===== src/hdl/ppioa_ram.sv =====
// ppioa_ram: generic single-port-write, one-read ram with registered read
// no dependencies
`timescale 1ns / 1ps
module ppioa_ram #(
   parameter int WIDTH = 8,
   parameter int DEPTH = 16
) (
   input  logic                     clock,
   input  logic                     wr_en,
   input  logic [$clog2(DEPTH)-1:0] wr_addr,
   input  logic [WIDTH-1:0]         wr_data,
   input  logic [$clog2(DEPTH)-1:0] rd_addr,
   output logic [WIDTH-1:0]         rd_data
);
   logic [WIDTH-1:0] mem_ff [DEPTH];

   always_ff @(posedge clock) begin
      if (wr_en) begin
         mem_ff[wr_addr] <= wr_data;
      end
      rd_data <= mem_ff[rd_addr];
   end
endmodule


===== config.mk =====
export PLATFORM = sky130hd
export DESIGN_NAME = ppioa_ram
export DESIGN_NICKNAME = d
export VERILOG_FILES = /design/src/hdl/ppioa_ram.sv
export SDC_FILE = /design/constraint.sdc
export NUM_CORES = 1
export LEC_CHECK = 0
export ABC_AREA = 0
export BUFFER_PORTS_ARGS = -buffer_cell sky130_fd_sc_hd__buf_2
export CORE_MARGIN = 1
export CORE_UTILIZATION = 25
export CTS_CLUSTER_SIZE = 30
export DETAILED_ROUTE_END_ITERATION = 7
export REMOVE_ABC_BUFFERS = 1
export SYNTH_ARGS = -nofsm -noshare
export SYNTH_HDL_FRONTEND = slang
export SYNTH_SLANG_ARGS = --single-unit

===== constraint.sdc =====
create_clock -name clock -period 1.9 [get_ports clock]
set_clock_uncertainty 0.05 [all_clocks]
set_input_delay 0.38 -clock clock [delete_from_list [all_inputs] [get_ports clock]]
set_output_delay 0.38 -clock clock [all_outputs]
set_load 0.05 [all_outputs]

==> flow_summary_export.csv, run 1 <==
group,metric,value,unit
clock_network,clkLatencyLatePin,410,ps
global_routing,grt_pass1_wl,16100,um
cells_and_area,diodes,0,
clock_network,numCtsBuffers,17,
cells_and_area,seq_area,4000,sq um
global_routing,grt_pass1_vias,2599,
hold_path,hp-class,"input pin to register",
timing,hold_violations,0,
pwr,p_leak,2.14,nW
pwr,vdd_ir_drop_max,486,uV
placed_design,place.gp.congestion,0.696,
placed_design,place_area,5740,sq um
timing,period_share,0.781,
cells_and_area,final_cells,568,
cells_and_area,final_cell_area,6390,sq um
timing,fmax,674,MHz
yosys,yosysSeqAreaShare,0.778,
cells_and_area,fin_nets,303,
cells_and_area,drive_above_1_share,0.326,
critical_path,cpPeakStageDelay,370,ps
critical_path,crit_arrival,1050,ps
critical_path,crit_required,1470,ps
yosys,yosysWarnings,0,
timing,relSlewSlack,0.424,
clock_network,clkSinkCount,136,
global_routing,grt_max_degree,19,
critical_path,rr_worst_depth,3,
clock_network,htree_levels,4,
floorplan,ios,26,
cells_and_area,layout_commonest_cell,"edfxtp_1",
cells_and_area,multi_input_area,1060,sq um
pwr,p_int,5.83,mW
clock_network,clk_pin_slew,60,ps
outcome,status,"complete, no violations",
routing,ant_nets,0,
clock_network,cts_setup_buffers,0,
hold_path,min_path_cells,1,
clock_network,cts_tree,"built",
clock_network,clockRootBuffer,"clkbuf_16",
pwr,combPwrFrac,0.053,
pwr,pwr-share-clk,0.481,
cells_and_area,fillers,1897,
critical_path,critPathKind,"register to output pin",
yosys,syn_inst,229,
floorplan,dieArea,21200,sq um
clock_network,cts_resized,0,
run,maxCapViolations,0,
routing,routed_wl,10500,um
critical_path,worst_setup_path_end_kind,"output pin",
floorplan,die_w,145,um
floorplan,core-area,20200,sq um
global_routing,grt_use_total,0.106,
cells_and_area,area_growth,24.1,%
pwr,p_sw,1.42,mW
pwr,powerDensity,1140,nW/um^2
yosys,ys_ff_latch,136,
pwr,netSwitchingFraction,0.196,
critical_path,crit_fanout,1,
clock_network,clockBufferDepth,2,
floorplan,start_util,0.254,
timing,final.setup.tns,0,ps
routing,wl_per_cell,18.4,um
placed_design,hpwl,6600,um
yosys,netlist_area,5150,sq um
critical_path,cp_slowest_cell,"dfxtp_1",
critical_path,path_cells,"buf_2",
routing,drcViolationCount,0,
critical_path,crit_buf_inv,1,
floorplan,die_y,145,um
pwr,power.total,7.26,mW
cells_and_area,final_cell_mix,"edfxtp_1, buf_2, mux4_2, buf_4, clkbuf_16",
routing,detail_route.first_pass.iterations,5,
pwr,seqPwrFrac,0.466,
yosys,syn_area_per_cell,22.5,sq um
critical_path,critical_path.top_delay_family,"flip-flops",
timing,slew_viol_final,0,
timing,period_needed,1480,ps
global_routing,antenna_found_initial,0,
placed_design,placed_cells,536,
clock_network,hold_buffers,0,
critical_path,worst-path-stages,1,
yosys,synthDistinctLibCells,19,
routing,vias_per_cell,4.27,
global_routing,grt.overflow.total,0,
timing,setup_viol,0,
timing,worst-slew-pin-transition,861,ps
floorplan,std_cell_rows,52,
routing,drt_iter0_markers,189,
placed_design,port_buffers,25,
routing,vias,2428,
timing,rsz0062_at_grt,"false",
critical_path,start_kind,"register",
[routing by layer]
metal,vias up,GRT usage,share of wire,routed length [um]
met5,-,0,0,0
met4,0,0.0416,0.0068,71
met3,5,0.0307,0.057,599
met2,54,0.173,0.50,5230
met1,1282,0.135,0.44,4570
li1,1087,-,-,-
[final cells by class]
| class | count | area share |
|---|---|---|
| clock buffers | 21 | 0.0752 |
| clock inverters | 11 | 0.0264 |
| multi-input cells | 83 | 0.165 |
| flip-flops and latches | 136 | 0.627 |
| well taps | 270 | 0.0529 |
| repair buffers | 47 | 0.0533 |
[final timing paths]
path | from | end | slack [ps]
setup / recovery | rd_data[2] | rd_data[2] | 420
hold / removal | wr_data[1] | mem_ff[1][1] | 300
setup reg to reg | mem_ff[10][3] | rd_data[3] | 450
hold reg to reg | mem_ff[4][0] | rd_data[0] | 640
[power groups by stage]
| stage | Combinational (mW) | Clock [mW] | Sequential [mW] |
|---|---|---|---|
| after floorplan | 0.134 | 0 | 3.50 |
| after global placement | 0.384 | 0 | 3.44 |
| after detailed placement | 0.392 | 0 | 3.44 |
| after CTS | 0.394 | 3.54 | 3.38 |
| after global routing | 0.419 | 3.68 | 3.38 |
| final | 0.387 | 3.49 | 3.38 |
[flip-flops by register name, indices dropped and copies added, names as in the netlist]
name and cells:
mem_ff 128, rd_data 8
[kinds of logic after synthesis]
logic type / share of synthesized area
simple gates: 0.0318
buf+inv: 0.0168
mux: 0.150
flops: 0.778
compound gates: 0.0233
[synth_stat cells (all sizes together)]
library cell   count  share of area
buf                7          0.011
edfxtp           128           0.75
nand2              9         0.0066
or3b               1         0.0017
and2               1         0.0012
and2b              1         0.0015
nor2              13         0.0095
nor3               4         0.0039
nor2b              1         0.0012
mux4              32           0.15
a22oi             16          0.023
nand3b             2         0.0029
nand2b             2         0.0024
clkdlybuf4s25      3         0.0058
dfxtp              8          0.031
nand3              1        0.00097
[through the flow]
stage / setup WS [ps] / utilization / hold WS (ps)
2_1_floorplan: -22.9 / - / 429
3_3_place_gp: 51.4 / 0.284 / 609
3_5_place_dp: 0.401 / 0.284 / 621
4_1_cts: 369 / 0.316 / 293
5_1_grt: 349 / 0.316 / 302
6_report: 416 / 0.316 / 305
No activity file was read; power rests on OpenSTA's default activity.
==> inputs of run 2 (changes only) <==
==> constraint.sdc (replaced) <==
create_clock -name clock -period 1.4 [get_ports clock]
set_clock_uncertainty 0.05 [all_clocks]
set_input_delay 0.28 -clock clock [delete_from_list [all_inputs] [get_ports clock]]
set_output_delay 0.28 -clock clock [all_outputs]
set_load 0.05 [all_outputs]
==> run 2 against run 1 <==
Effect of this change: final cell count increased by 1.2%; global-route usage shrank 0.22 points; critical path depth up 2; worst hold slack lost 100 ps; sequential share of layout area down 0.64 points; setup slack got worse by 370 ps; flip-flop and latch count stayed put; register-to-register slack got worse by 400 ps; first-iteration DRC count increased by 16%; clock-buffer cell count up 1; critical endpoint is now rd_data[4]; largest cell class unchanged.
==> flow_summary_export.csv, run 2 (same netlist as run 1, synthesis figures left out) <==
group,metric,value,unit
critical_path,worstReg2RegEnd,"rd_data[4]",
pwr,vdd_ir_drop_max,602,uV
clock_network,clkLatencyLatePin,410,ps
clock_network,cts_setup_buffers,0,
pwr,powerDensity,1480,nW/um^2
hold_path,min_path_cells,1,
timing,final.setup.tns,0,ps
critical_path,path_cells,"mux4_2 > a22oi_1 > nand2_1",
global_routing,grt_pass1_wl,15700,um
floorplan,ios,26,
clock_network,clockBufferDepth,2,
timing,relSlewSlack,0.381,
floorplan,std_cell_rows,52,
clock_network,numCtsBuffers,17,
floorplan,die_w,145,um
critical_path,cp_slowest_cell,"mux4_2",
routing,detail_route.first_pass.iterations,4,
cells_and_area,reg_top3,"mem_ff (128), rd_data (8)",
clock_network,clkSinkCount,136,
timing,slew_viol_final,0,
global_routing,grt.overflow.total,0,
outcome,status,"complete, no violations",
hold_path,holdPathEnd,"mem_ff[15][2]",
cells_and_area,top_register,"mem_ff",
floorplan,start_util,0.254,
cells_and_area,drive_above_1_share,0.361,
routing,drt_iter0_markers,220,
placed_design,place.gp.congestion,0.692,
pwr,power.total,9.54,mW
hold_path,hp-start,"wr_data[2]",
clock_network,clockRootBuffer,"clkbuf_16",
floorplan,die_y,145,um
cells_and_area,layout_commonest_cell,"edfxtp_1",
critical_path,crit_arrival,1590,ps
cells_and_area,diodes,0,
critical_path,crit_required,1640,ps
timing,rsz0062_at_grt,"false",
cells_and_area,fin_nets,310,
timing,fmax,738,MHz
critical_path,start_kind,"register",
critical_path,worst_setup_path_end_kind,"register",
clock_network,hold_buffers,0,
clock_network,htree_levels,4,
timing,hold_violations,0,
critical_path,cpPeakStageDelay,460,ps
clock_network,clk_pin_slew,60,ps
timing,period_share,0.967,
floorplan,core-area,20200,sq um
placed_design,port_buffers,25,
routing,vias,2437,
run,maxCapViolations,0,
pwr,p_leak,2.15,nW
routing,routed_wl,10200,um
critical_path,rrSetupSlack,50,ps
cells_and_area,largest_register_ffs,128,
cells_and_area,final_cells,575,
hold_path,hp-class,"input pin to register",
global_routing,antenna_found_initial,0,
cells_and_area,area_growth,25.4,%
routing,drcViolationCount,0,
placed_design,placed_cells,543,
critical_path,rr_worst_depth,3,
global_routing,grt_max_degree,20,
timing,worst-slew-pin-transition,927,ps
routing,vias_per_cell,4.24,
floorplan,dieArea,21200,sq um
placed_design,hpwl,6710,um
global_routing,grt_use_total,0.104,
critical_path,critPathKind,"register to register",
routing,wl_per_cell,17.8,um
clock_network,cts_tree,"built",
cells_and_area,final_cell_mix,"edfxtp_1, buf_4, mux4_2, buf_2, clkbuf_16",
critical_path,crit_fanout,1,
global_routing,grt_pass1_vias,2630,
timing,setup_viol,0,
critical_path,r2r_start,"mem_ff[1][4]",
timing,period_needed,1350,ps
routing,ant_nets,0,
[run 2: timing repair]
| action | CTS | global route |
|---|---|---|
| gates resized for setup | 5 | 9 |
| endpoints found under the setup margin | 5 | 6 |
| pin swaps | 1 | 1 |
[run 2: report_power, final]
part	internal [mW]	switching (mW)
Sequential	4.56	0.0302
Clock	2.87	1.51
Combinational	0.234	0.340
[run 2: worst max-delay path: cells and delay by family, from the launching register on]
family	cells	cell delay, ps
muxes	1	460
DFF	1	370
AOI/OAI and AO/OA	1	270
and+or+nand+nor	1	90
[run 2: layout make-up]
| cell class | count | area [sq um] |
|---|---|---|
| clock buffers | 22 | 464 |
| clock inverters | 10 | 128 |
| fillers | 1898 | 13800 |
| multi-input cells | 83 | 1080 |
| flip-flops and latches | 136 | 4000 |
| well taps | 270 | 338 |
| repair buffers | 54 | 440 |
[run 2: how the worst max path moves through the flow]
stage / start / end / slack, ps / cells after the start
floorplan: wr_addr[2] / mem_ff[0][0] / -420 / 2
global placement: rd_addr[0] / rd_data[0] / -410 / 6
detailed placement: rd_addr[0] / rd_data[0] / -430 / 6
CTS: rd_data[4] / rd_data[4] / 5 / 1
global route: mem_ff[8][3] / rd_data[3] / 4 / 3
finish: mem_ff[1][4] / rd_data[4] / 50 / 3
[run 2: metal layers]
layer,vias up,global-route usage,wire (um)
li1,1098,-,-
met1,1273,0.133,4600
met5,-,0,0
met4,0,0.0379,77
met3,6,0.0339,473
met2,60,0.166,5060
[run 2: stage by stage]
step	hold slack [ps]	instance area (sq um)	util	setup slack, ps
floorplan	329	5060	-	-423
global placement	598	5830	0.288	-408
detailed placement	611	5830	0.288	-431
CTS	185	6440	0.318	5.40
global route	200	6450	0.319	3.91
finish	202	6450	0.319	45.6
==> inputs of run 3 (changes only) <==
--- a/config.mk
+++ b/config.mk
@@ -9,9 +9,10 @@
 export BUFFER_PORTS_ARGS = -buffer_cell sky130_fd_sc_hd__buf_2
 export CORE_MARGIN = 1
 export CORE_UTILIZATION = 25
-export CTS_CLUSTER_SIZE = 30
 export DETAILED_ROUTE_END_ITERATION = 7
+export GPL_TIMING_DRIVEN = 0
 export REMOVE_ABC_BUFFERS = 1
+export SETUP_SLACK_MARGIN = 0.5
 export SYNTH_ARGS = -nofsm -noshare
 export SYNTH_HDL_FRONTEND = slang
 export SYNTH_SLANG_ARGS = --single-unit
==> run 3 against run 2 <==
Effect of this change: core utilization rose by 1.5 points; design area grew 4.7%; non-clock buffer count down 2; clock-buffer cell count shrank 3; total power decreased by 4.2%; flip-flop and latch count unchanged; first-iteration DRC count increased by 16%; critical path type unchanged; critical path depth unchanged; die area unchanged; routed wire length up 1.5%.
==> flow_summary_export.csv, run 3 (same netlist as run 1, synthesis figures left out) <==
group,metric,value,unit
timing,relSlewSlack,0.411,
critical_path,path_cells,"mux4_2 > a22oi_2 > nand2_2",
timing,slew_viol_final,0,
placed_design,port_buffers,25,
floorplan,dieArea,21200,sq um
cells_and_area,layout_commonest_cell,"edfxtp_1",
critical_path,worstReg2RegEnd,"rd_data[3]",
cells_and_area,fin_nets,308,
floorplan,ios,26,
global_routing,grt_use_total,0.104,
critical_path,critPathKind,"register to register",
timing,rsz0062_at_grt,"true",
critical_path,crit_fanout,1,
routing,routed_wl,10400,um
floorplan,std_cell_rows,52,
outcome,status,"complete, no violations",
timing,period_share,0.987,
critical_path,endpoint,"rd_data[3]",
pwr,vdd_ir_drop_max,645,uV
global_routing,grt.overflow.total,0,
critical_path,critPathLaunch,"mem_ff[8][3]",
cells_and_area,diodes,0,
routing,detail_route.first_pass.iterations,4,
critical_path,crit_required,1620,ps
routing,vias_per_cell,4.28,
cells_and_area,final_cells,572,
placed_design,hpwl,6120,um
critical_path,worst_setup_path_end_kind,"register",
cells_and_area,top_register,"mem_ff",
floorplan,die_w,145,um
cells_and_area,area_growth,31.3,%
cells_and_area,drive_above_1_share,0.467,
timing,final.setup.tns,0,ps
clock_network,htree_levels,4,
routing,ant_nets,0,
global_routing,grt_pass1_wl,16000,um
cells_and_area,reg_top3,"mem_ff (128), rd_data (8)",
cells_and_area,largest_register_ffs,128,
clock_network,numCtsBuffers,17,
timing,worst-slew-pin-transition,881,ps
routing,wl_per_cell,18.1,um
pwr,p_leak,2.18,nW
clock_network,clk_pin_slew,60,ps
timing,hold_violations,0,
critical_path,start_kind,"register",
critical_path,crit_arrival,1610,ps
global_routing,antenna_found_initial,0,
critical_path,cp_slowest_cell,"mux4_2",
floorplan,start_util,0.254,
timing,fmax,724,MHz
pwr,powerDensity,1350,nW/um^2
critical_path,r2r_start,"mem_ff[8][3]",
placed_design,placed_cells,515,
global_routing,grt_max_degree,33,
placed_design,place.gp.congestion,0.656,
cells_and_area,multi_input_area,1240,sq um
cells_and_area,seq_area,4010,sq um
hold_path,hp-class,"input pin to register",
floorplan,core-area,20200,sq um
global_routing,grt_pass1_vias,2645,
clock_network,clkLatencyLatePin,410,ps
critical_path,rr_worst_depth,3,
clock_network,hold_buffers,0,
timing,period_needed,1380,ps
critical_path,cpPeakStageDelay,490,ps
clock_network,cts_tree,"built",
cells_and_area,fin_util,0.334,
floorplan,die_y,145,um
critical_path,rrSetupSlack,20,ps
cells_and_area,fillers,1852,
routing,drt_iter0_markers,255,
clock_network,clkSinkCount,136,
clock_network,clockBufferDepth,2,
run,maxCapViolations,0,
timing,setup_viol,0,
cells_and_area,final_cell_mix,"edfxtp_1, mux4_2, clkbuf_16",
clock_network,clockRootBuffer,"clkbuf_16",
routing,drcViolationCount,0,
routing,vias,2447,
==> run 3: power by group <==
group | internal [mW] | switching [mW] | total (mW) | leakage [nW]
logic | 0.288 | 0.380 | 0.668 | 0.703
registers | 4.56 | 0.0323 | 4.59 | 1.22
clock network | 2.38 | 1.49 | 3.88 | 0.254
==> run 3: through the flow <==
stage	hold slack, ps	cell area (sq um)	worst slack [ps]	total power [mW]
after floorplan	329	5060	-423	4.93
after global routing	207	6760	-24.3	9.44
final	214	6760	18.4	9.14
after CTS	198	6690	9.31	9.19
after detailed placement	618	5540	-1130	5.16
after global placement	603	5520	-1130	5.14
==> run 3: repair_timing <==
item	4_1_cts	5_1_grt
pin swaps	26	13
gates resized for setup	92	17
buffers inserted	24	2
endpoints found under the setup margin	144	124
==> run 3: per-layer routing <==
layer  vias up  track usage  part of all wire
li1       1093            -                 -
met1      1288        0.131              0.43
met2        57        0.169              0.51
met3         9       0.0348             0.047
met4         0       0.0368             0.012
met5         -            0                 0
==> run 3: cell type report <==
cell class,count,area share
clock buffer,19,0.0640
clock inverter,12,0.0128
multi-input combinational,83,0.184
sequential,136,0.594
tap,270,0.0500
timing repair buffer,52,0.0959
==> run 3: how the worst min path moves through the flow <==
stage                  startpoint             to  slack, ps  cells after the start
detailed placement  mem_ff[14][5]     rd_data[5]        620                      3
global placement     mem_ff[7][2]     rd_data[2]        600                      3
CTS                    wr_data[4]  mem_ff[13][4]        200                      1
floorplan              wr_data[0]   mem_ff[0][0]        330                      0
global route           wr_data[4]  mem_ff[13][4]        210                      1
finish                 wr_data[3]   mem_ff[8][3]        210                      1
==> run 3: critical path: cells and delay by family, from the launching register on <==
| family | cells | cell delay, ps |
|---|---|---|
| simple gates | 1 | 110 |
| flops | 1 | 370 |
| mux | 1 | 490 |
| compound gates | 1 | 240 |
